File: config.mk
export PLATFORM = sky130hd
export DESIGN_NAME = modular_exponentiation
export DESIGN_NICKNAME = d
export VERILOG_FILES = /design/src/design/mex_pkg.sv /design/src/design/mex_modmul.sv /design/src/design/modular_exponentiation.sv
export SDC_FILE = /design/constraint.sdc
export NUM_CORES = 2
export LEC_CHECK = 0
export BUFFER_PORTS_ARGS = -buffer_cell sky130_fd_sc_hd__buf_2
export CORE_MARGIN = 2
export CORE_UTILIZATION = 40
export CTS_CLUSTER_DIAMETER = 30
export DETAILED_ROUTE_END_ITERATION = 7
export PLACE_DENSITY_LB_ADDON = 0.25
export SLEW_MARGIN = 20
export SYNTH_ARGS = -nofsm -noshare
export SYNTH_HDL_FRONTEND = slang
export SYNTH_SLANG_ARGS = --single-unit
File: constraint.sdc
create_clock -name clk -period 6.7 [get_ports clk]
set_clock_uncertainty 0.1 [all_clocks]
set_input_delay 1.34 -clock clk [delete_from_list [all_inputs] [get_ports clk]]
set_output_delay 1.34 -clock clk [all_outputs]
set_load 0.005 [all_outputs]
File: src/design/mex_pkg.sv
package mex_pkg;

	localparam int WIDTH = 32;
	localparam int PROD_W = 2 * WIDTH;
	localparam int CNT_W = $clog2(PROD_W);

	typedef logic [WIDTH-1:0] word_t;

	typedef struct packed {
		logic  start;
		word_t a;
		word_t b;
		word_t m;
	} mm_req_t;

	typedef struct packed {
		logic  done;
		word_t rem;
	} mm_rsp_t;

endpackage

File: src/design/mex_modmul.sv
module mex_modmul (
	input  logic            clk,
	input  logic            arst_n,
	input  mex_pkg::mm_req_t req,
	output mex_pkg::mm_rsp_t rsp
);
	import mex_pkg::*;

	localparam logic [1:0] MM_IDLE = 2'd0;
	localparam logic [1:0] MM_MUL  = 2'd1;
	localparam logic [1:0] MM_RED  = 2'd2;

	logic [1:0]        state_q;
	logic [CNT_W-1:0]  cnt_q;
	logic              done_q;
	word_t             a_q, b_q, m_q, rem_q;
	logic [PROD_W-1:0] prod_q;

	logic [WIDTH:0]    trial;
	logic [WIDTH:0]    m_ext;
	logic [WIDTH:0]    diff;
	word_t             rem_next;

	// one restoring step: shift in the next product bit, subtract if it fits
	always_comb begin
		trial = {rem_q, prod_q[PROD_W-1]};
		m_ext = {1'b0, m_q};
		diff  = trial - m_ext;
		if (trial >= m_ext) begin
			rem_next = diff[WIDTH-1:0];
		end else begin
			rem_next = trial[WIDTH-1:0];
		end
	end

	always_ff @(posedge clk or negedge arst_n) begin
		if (!arst_n) begin
			state_q <= MM_IDLE;
			cnt_q   <= '0;
			done_q  <= 1'b0;
		end else begin
			done_q <= (state_q == MM_RED) && (cnt_q == CNT_W'(PROD_W - 1));
			unique case (state_q)
				MM_IDLE: begin
					if (req.start) begin
						state_q <= MM_MUL;
					end
				end
				MM_MUL: begin
					cnt_q   <= '0;
					state_q <= MM_RED;
				end
				MM_RED: begin
					cnt_q <= cnt_q + 1'b1;
					if (cnt_q == CNT_W'(PROD_W - 1)) begin
						state_q <= MM_IDLE;
					end
				end
				default: begin
					state_q <= MM_IDLE;
				end
			endcase
		end
	end

	always_ff @(posedge clk) begin
		if (state_q == MM_IDLE && req.start) begin
			a_q <= req.a;
			b_q <= req.b;
			m_q <= req.m;
		end
		if (state_q == MM_MUL) begin
			prod_q <= PROD_W'(a_q) * PROD_W'(b_q);
			rem_q  <= '0;
		end
		if (state_q == MM_RED) begin
			rem_q  <= rem_next;
			prod_q <= {prod_q[PROD_W-2:0], 1'b0};
		end
	end

	assign rsp.done = done_q;
	assign rsp.rem  = rem_q;

endmodule

File: src/design/modular_exponentiation.sv
// Modular exponentiation, right-to-left square-and-multiply.
// Input channel (in_valid/in_ready) carries base, exponent and modulus; the
// output channel (out_valid/out_ready) returns result and bad_modulus, one
// result per input transfer. A transfer is taken when valid and ready are high.
// in_ready is high only while the sequencer is idle; one item at a time.
// Every modular product goes through one shared unit: a 32x32 multiply into a
// register, then a one-bit-per-cycle restoring remainder over the 64-bit
// product. Products per item: 1 (base reduction) + popcount(exponent) + index
// of the exponent's top set bit, so up to about 64 products at WIDTH 32. A zero
// modulus skips the arithmetic and goes straight to the output state.
// A finished result sits in an output register; while it waits, the next item
// is accepted and worked on, and it only stalls at the end if out_ready is
// still low. Reset clears the sequencer and drops out_valid.
module modular_exponentiation (
	input  logic        clk,
	input  logic        arst_n,
	input  logic        in_valid,
	output logic        in_ready,
	input  logic [31:0] base,
	input  logic [31:0] exponent,
	input  logic [31:0] modulus,
	output logic        out_valid,
	input  logic        out_ready,
	output logic [31:0] result,
	output logic        bad_modulus
);
	import mex_pkg::*;

	localparam logic [2:0] S_IDLE = 3'd0;
	localparam logic [2:0] S_BASE = 3'd1;
	localparam logic [2:0] S_NEXT = 3'd2;
	localparam logic [2:0] S_MUL  = 3'd3;
	localparam logic [2:0] S_SQR  = 3'd4;
	localparam logic [2:0] S_OUT  = 3'd5;

	logic [2:0] state_q;
	word_t      acc_q, b_q, e_q, m_q;
	logic       bad_q;
	logic       out_valid_q;
	logic [31:0] result_q;
	logic       bad_out_q;

	mm_req_t    req;
	mm_rsp_t    rsp;
	logic       in_xfer;
	logic       out_free;
	word_t      base_w, mod_w;

	assign base_w   = base[WIDTH-1:0];
	assign mod_w    = modulus[WIDTH-1:0];
	assign in_ready = (state_q == S_IDLE);
	assign in_xfer  = in_valid && in_ready;
	assign out_free = !out_valid_q || out_ready;

	mex_modmul u_modmul (
		.clk    (clk),
		.arst_n (arst_n),
		.req    (req),
		.rsp    (rsp)
	);

	always_comb begin
		req.start = 1'b0;
		req.a     = acc_q;
		req.b     = b_q;
		req.m     = m_q;
		unique case (state_q)
			S_IDLE: begin
				if (in_xfer && mod_w != '0) begin
					req.start = 1'b1;
					req.a     = base_w;
					req.b     = WIDTH'(1);
					req.m     = mod_w;
				end
			end
			S_NEXT: begin
				if (e_q != '0) begin
					req.start = 1'b1;
					req.a     = e_q[0] ? acc_q : b_q;
				end
			end
			S_MUL: begin
				if (rsp.done && e_q[WIDTH-1:1] != '0) begin
					req.start = 1'b1;
					req.a     = b_q;
				end
			end
			default: begin
			end
		endcase
	end

	always_ff @(posedge clk or negedge arst_n) begin
		if (!arst_n) begin
			state_q     <= S_IDLE;
			out_valid_q <= 1'b0;
		end else begin
			// output register frees up or is loaded when the receiver side allows it
			if (out_free) begin
				out_valid_q <= (state_q == S_OUT);
			end
			unique case (state_q)
				S_IDLE: begin
					if (in_xfer) begin
						state_q <= (mod_w == '0) ? S_OUT : S_BASE;
					end
				end
				S_BASE: begin
					if (rsp.done) begin
						state_q <= S_NEXT;
					end
				end
				S_NEXT: begin
					if (e_q == '0) begin
						state_q <= S_OUT;
					end else if (e_q[0]) begin
						state_q <= S_MUL;
					end else begin
						state_q <= S_SQR;
					end
				end
				S_MUL: begin
					if (rsp.done) begin
						state_q <= (e_q[WIDTH-1:1] == '0) ? S_OUT : S_SQR;
					end
				end
				S_SQR: begin
					if (rsp.done) begin
						state_q <= S_NEXT;
					end
				end
				S_OUT: begin
					if (out_free) begin
						state_q <= S_IDLE;
					end
				end
				default: begin
					state_q <= S_IDLE;
				end
			endcase
		end
	end

	always_ff @(posedge clk) begin
		unique case (state_q)
			S_IDLE: begin
				if (in_xfer) begin
					b_q   <= base_w;
					e_q   <= exponent[WIDTH-1:0];
					m_q   <= mod_w;
					bad_q <= (mod_w == '0);
					acc_q <= (mod_w == '0) ? '0 : WIDTH'(1);
				end
			end
			S_BASE: begin
				if (rsp.done) begin
					b_q <= rsp.rem;
				end
			end
			S_NEXT: begin
				// even bit: squaring starts now, so drop the bit here
				if (e_q != '0 && !e_q[0]) begin
					e_q <= e_q >> 1;
				end
			end
			S_MUL: begin
				if (rsp.done) begin
					acc_q <= rsp.rem;
					e_q   <= e_q >> 1;
				end
			end
			S_SQR: begin
				if (rsp.done) begin
					b_q <= rsp.rem;
				end
			end
			S_OUT: begin
				if (out_free) begin
					result_q  <= 32'(acc_q);
					bad_out_q <= bad_q;
				end
			end
			default: begin
			end
		endcase
	end

	assign out_valid   = out_valid_q;
	assign result      = result_q;
	assign bad_modulus = bad_out_q;

endmodule

Word level (Yosys, flattened, before mapping)
Index checks and enable logic that the tools add are counted.
- $add $sub $neg: 2
- reduce and logical (&&, ||, !) cells: 29
- magnitude comparators: 1
- muxes and demuxes: 34
- equal/unequal tests: 15
- multipliers: 1
- operators with widths (kind ; number):
    32-bit two-way mux ; 10
    64-bit two-way mux ; 3
    32-bit case mux with 2 select lines ; 2
    33-bit case mux with 3 select lines ; 1
    97-bit two-way mux ; 1
    32-bit case mux with 3 select lines ; 1
    33-bit two-way mux ; 2
    32-bit zero test ; 2
    32-bit by 32-bit multiplier with 64-bit output ; 1
    32-bit nonzero test ; 2
    33-bit by 32-bit greater-or-equal comparator with 1-bit output ; 1
    32-bit subtractor ; 1
    31-bit zero test ; 1
    31-bit nonzero test ; 1
    3-bit two-way mux ; 7
    3-bit case mux with 5 select lines ; 1
    6-bit case mux with 2 select lines ; 1
    2-bit by 1-bit inequality test with 1-bit output (second input constant) ; 5
    4-bit AND reduction ; 2
    6-bit by 1-bit adder with 6-bit output (second input constant) ; 1
    3-bit by 2-bit equality test with 1-bit output (second input constant) ; 2
    3-bit equality test (second input constant) ; 2
    6-bit equality test (second input constant) ; 1
    1-bit logical AND ; 6
    other kinds (16) ; 25
- register bits after elaboration: 367
- input port bits: 100

Depth between registers and ports, before layout
- word-level depth: 7
- gate-level depth with buffers: 27
- gate-level depth less buffers: 25

Cells and area by module
From an unflattened synthesis, not the netlist that was laid out.
- cells, all modules: 5081
- area, all modules: 50762.4 sq um
- by module, submodules not included (module ; instances ; cells each ; area an instance (sq um)):
    mex_modmul ; 1 ; 4436 ; 42415.7
    modular_exponentiation ; 1 ; 645 ; 8346.8

Worst setup path after synthesis
No wires, ideal clock.
- kind: register to register
- start point: register u_modmul.a_q[25]
- end point: register u_modmul.prod_q[63], data pin
- setup slack: -472 ps
- data required time: 6337 ps
- arrival time: 6809 ps
- cell stages (with the launch flop): 25
- library setup time: 263 ps
- path through: edfxtp_1 clkbuf_1 and2_1 fa_1 fa_1 inv_1 fa_1 fa_1 inv_1 fa_1 fa_1 fa_1 inv_1 fa_1 inv_1 ha_1 nand3_1 nor4_2 nand2_1 a211oi_1 a211oi_2 o31ai_1 a41oi_1 xnor2_1 o21ai_1
- word-level cells in the longest chain between the ends: 3
- RTL lines (element ; RTL line ; text):
    start: declaration ; mex_modmul.sv:16 ; word_t a_q, b_q, m_q, rem_q;
    start signal: assignment ; mex_modmul.sv:68 ; a_q <= req.a;
    32-bit by 32-bit multiplier with 64-bit output ; mex_modmul.sv:73 ; prod_q <= PROD_W'(a_q) * PROD_W'(b_q);
    64-bit two-way mux ; mex_modmul.sv:72 ; if (state_q == MM_MUL) begin
    64-bit two-way mux ; mex_modmul.sv:76 ; if (state_q == MM_RED) begin
    end signal: assignment ; mex_modmul.sv:73 ;
    end signal: assignment ; mex_modmul.sv:78 ; prod_q <= {prod_q[PROD_W-2:0], 1'b0};
    end: declaration ; mex_modmul.sv:17 ; logic [PROD_W-1:0] prod_q;
Every way passes these cells. The select of a mux whose other input is x is not followed.
A chain may end at the register's enable or synchronous reset.

Worst setup path after layout
- start point: register u_modmul.a_q[7]
- end point: register u_modmul.prod_q[56], data pin
Same word-level chain as after synthesis.

==> impl_metrics.py <==
metrics = {
    "outcome": {
        "run_status": "finished with violations",
        "violated_checks": "negative setup slack",
    },
    "synth": {
        "post_synthesis_instance_area_um2": 50000,
        "postSynthAreaPerCell_um2": 9.87,
        "synth_cells": 5062,
        "synth_fp_nets": 6358,
        "post_synth_num_cell_types": 82,
        "asyncSetResetFlopFracSynth_pct": 3.54,
        "synth_edf_count": 353,
        "ys.warnings.count": 0,
        "synth-seq-cells": 367,
        "synth_ff_type": "sky130_fd_sc_hd__edfxtp_1",
        "sequential_fraction_of_the_synthesis_area_pct": 21.9,
    },
    "critical_path": {
        "critical_path_class": "flip-flop to flip-flop",
        "critPathCaptureType": "flip-flop",
        "startpoint_type": "flip-flop",
        "worstPathArrival_ns": 8.00,
        "critical_path.reg2reg.endpoint": "u_modmul.prod_q[56]$_DFFE_PP_",
        "worstReg2RegStart": "u_modmul.a_q[7]$_DFFE_PP_",
        "ff2ff_path_depth": 23,
        "critPathMaxFanout": 7,
        "r2r_slack_ns": -0.91,
        "critical_path_required_ns": 7.09,
    },
    "grt": {
        "number_of_antenna_violations_at_the_first_check_in_global_routing": 5,
        "gr-max-usage-layer": "met2",
        "aggregate_global_route_resource_usage_pct": 22.8,
        "grt_first_pass_wirelength_um": 225000,
        "grtUsageMet1_pct": 30.4,
        "grt_util_met3_pct": 2.14,
        "grt_start_max_net_pins": 81,
        "grt_util_met2_pct": 39.3,
        "overflow": 0,
        "vias_in_the_first_global_route": 39100,
    },
    "sta": {
        "max_freq_mhz": 131,
        "report.final.slew_viol_count": 0,
        "final_critical_path_setup_slack_ns": -0.906,
        "rsz0062_at_grt": "true",
        "worst-slew-pin-transition_ns": 1.02,
        "min_period_ns": 7.61,
        "final.hold.worst_slack_ns": 0.341,
        "period_share_pct": 114,
        "hold_viol": 0,
        "timing.setup.tns_ns": -28.24,
        "timing.slew.headroom_pct": 31.8,
        "setup_viol": 46,
    },
    "placement": {
        "io_buffer_count": 134,
        "place_ws_ns": -0.956,
        "post-dp-hpwl_um": 115000,
        "gp_congestion": 0.919,
    },
    "run": {
        "maxCapViolations": 0,
    },
    "drt": {
        "drt_drc_violations_left": 0,
        "route.final.wire_length_um": 142000,
        "detail_route.wl_per_cell_um": 19.7,
        "dr.first_iter.drc_count": 2455,
        "avgViaCountPerCell": 5.05,
        "vias": 36200,
        "detailedRoute.firstPassIterationCount": 5,
        "antenna_left": 0,
    },
    "clock_tree": {
        "cts_tree": "yes",
        "clock-root-buffer": "sky130_fd_sc_hd__clkbuf_16",
        "cts_inserted_buffers": 82,
        "htree_levels": 3,
        "clock_sink_count": 367,
        "skew_pair_late_insertion_delay_ns": 0.64,
        "clk_path_buf_depth": 3,
        "clock_pin_slew_on_the_worst_setup_and_hold_paths_ns": 0.05,
    },
    "min_path": {
        "worstHoldStart": "bad_q$_DFFE_PP_",
        "worstHoldPathType": "flip-flop to flip-flop",
        "timing.hold.worst_path_depth": 0,
        "min_delay_worst_endpoint": "bad_modulus$_DFFE_PP_",
    },
    "layout": {
        "final_layout_size_suffix_gt1_share_pct": 19.0,
        "multiInputGateArea_um2": 35900,
        "layout.cells.most_common": "sky130_fd_sc_hd__inv_1",
        "design.final.nets": 6769,
        "post-route-util_pct": 49.1,
        "syn_to_final_growth_pct": 21.5,
        "most-common-layout-cells": "sky130_fd_sc_hd__inv_1 (921), sky130_fd_sc_hd__fa_1 (851), sky130_fd_sc_hd__nand2_1 (749)",
        "n_fill_cell": 11300,
        "seq_area_um2": 10900,
    },
    "floorplan": {
        "die_area_um2": 128000,
        "i_o_pins": 135,
        "floorplan.initialDensity_pct": 40.4,
        "placementRows": 129,
        "die_height_um": 357,
        "coreArea_um2": 124000,
        "die_width_um": 357,
    },
}
synth_stat cells, types with 17 or more instances:
| library cell | number | area share (%) |
|---|---|---|
| sky130_fd_sc_hd__nand2_1 | 765 | 5.7 |
| sky130_fd_sc_hd__nand3_1 | 30 | 0.30 |
| sky130_fd_sc_hd__nor2_1 | 94 | 0.71 |
| sky130_fd_sc_hd__ha_1 | 299 | 7.5 |
| sky130_fd_sc_hd__o21ai_1 | 27 | 0.27 |
| sky130_fd_sc_hd__nor4_1 | 22 | 0.28 |
| sky130_fd_sc_hd__and2_1 | 625 | 7.8 |
| sky130_fd_sc_hd__a21oi_1 | 113 | 1.1 |
| sky130_fd_sc_hd__and3_1 | 42 | 0.53 |
| sky130_fd_sc_hd__nand4_1 | 34 | 0.43 |
| sky130_fd_sc_hd__edfxtp_1 | 353 | 21 |
| sky130_fd_sc_hd__o21ai_0 | 70 | 0.70 |
| sky130_fd_sc_hd__nor3_1 | 23 | 0.23 |
| sky130_fd_sc_hd__a222oi_1 | 31 | 0.62 |
| sky130_fd_sc_hd__o31ai_1 | 20 | 0.30 |
| sky130_fd_sc_hd__mux2_2 | 33 | 0.74 |
| sky130_fd_sc_hd__a21o_1 | 45 | 0.68 |
| sky130_fd_sc_hd__inv_1 | 940 | 7.1 |
| sky130_fd_sc_hd__clkbuf_1 | 273 | 2.1 |
| sky130_fd_sc_hd__o21bai_1 | 17 | 0.26 |
| sky130_fd_sc_hd__fa_1 | 897 | 36 |
| sky130_fd_sc_hd__mux2i_1 | 23 | 0.46 |
| sky130_fd_sc_hd__xnor2_1 | 55 | 0.96 |
| sky130_fd_sc_hd__xor2_1 | 32 | 0.56 |
metrics by stage:
| stage | instances | cell area (um2) |
|---|---|---|
| 2_1_floorplan | 5062 | 50200 |
| 3_3_place_gp | 6974 | 56000 |
| 3_5_place_dp | 6974 | 56000 |
| 4_1_cts | 7154 | 59900 |
| 5_1_grt | 7180 | 60700 |
| 6_report | 7181 | 60700 |
registers in the layout (all words and copies together), names as in the netlist, 6 cells and up:
signal	flops
b_q	32
u_modmul.m_q	32
u_modmul.b_q	32
acc_q	32
u_modmul.prod_q	64
u_modmul.rem_q	32
result	32
u_modmul.cnt_q	6
e_q	32
m_q	32
u_modmul.a_q	32
per-layer routing:
metal  part of all wire [%]  vias to the layer above
li1                       -                    16500
met1                     43                    18500
met2                     50                      949
met3                    4.4                      219
met4                    3.0                        0
met5                      0                        -
logic make-up after synthesis:
kind of cell | after synthesis | share of synthesized area [%]
AOI/OAI and AO/OA | 441 | 5.95
buffers and inverters | 1233 | 9.32
DFF | 367 | 21.9
muxes | 57 | 1.23
xor gates and xnor gates | 87 | 1.52
and+or+nand+nor | 1681 | 16.7
adders and majority gates | 1196 | 43.4
repair_timing:
item / CTS / global route
setup endpoints to repair: 48 / 50
hold buffers: 0 / 0
cloned: 2 / 2
endpoints found under the hold margin: 0 / 0
setup buffers: 27 / 27
resized for setup: 160 / 137
pin swaps: 91 / 135
layout make-up:
class / count / share of cell area, %
repair buffers: 618 / 9.02
well taps: 1637 / 3.37
inverters: 942 / 5.83
multi-input cells: 3462 / 59.1
clock buffers: 88 / 3.45
flip-flops and latches: 367 / 18.0
diodes: 2 / 0.00824
clock inverters: 65 / 1.18
how the worst max path moves through the flow:
stage / start / to / cells past startpoint
6_report: u_modmul.a_q[7]$_DFFE_PP_ / u_modmul.prod_q[56]$_DFFE_PP_ / 23
3_3_place_gp: u_modmul.a_q[6]$_DFFE_PP_ / u_modmul.prod_q[56]$_DFFE_PP_ / 23
4_1_cts: u_modmul.a_q[7]$_DFFE_PP_ / u_modmul.prod_q[58]$_DFFE_PP_ / 24
3_5_place_dp: u_modmul.a_q[6]$_DFFE_PP_ / u_modmul.prod_q[63]$_DFFE_PP_ / 24
5_1_grt: u_modmul.b_q[5]$_DFFE_PP_ / u_modmul.prod_q[55]$_DFFE_PP_ / 25
2_1_floorplan: u_modmul.b_q[17]$_DFFE_PP_ / u_modmul.prod_q[56]$_DFFE_PP_ / 23
worst max-delay path, stage by stage, from the launching register on:
cell and delay [ns]:
sky130_fd_sc_hd__edfxtp_1 0.49, sky130_fd_sc_hd__buf_12 0.21, sky130_fd_sc_hd__and2_4 0.16, sky130_fd_sc_hd__fa_1 0.59
sky130_fd_sc_hd__inv_2 0.05, sky130_fd_sc_hd__fa_1 0.49, sky130_fd_sc_hd__inv_2 0.04, sky130_fd_sc_hd__fa_1 0.51
sky130_fd_sc_hd__inv_2 0.04, sky130_fd_sc_hd__fa_1 0.53, sky130_fd_sc_hd__inv_1 0.05, sky130_fd_sc_hd__fa_2 0.55
sky130_fd_sc_hd__fa_2 0.45, sky130_fd_sc_hd__fa_2 0.59, sky130_fd_sc_hd__fa_2 0.47, sky130_fd_sc_hd__ha_4 0.31
sky130_fd_sc_hd__a21o_1 0.15, sky130_fd_sc_hd__a31oi_2 0.06, sky130_fd_sc_hd__or4_4 0.51, sky130_fd_sc_hd__nand4_1 0.14
sky130_fd_sc_hd__o21bai_4 0.10, sky130_fd_sc_hd__o31a_1 0.38, sky130_fd_sc_hd__or4_1 0.42, sky130_fd_sc_hd__nand3_1 0.07
Power is not shown: default switching activity piles up to over one toggle a cycle in this logic, so the estimate is an artifact.
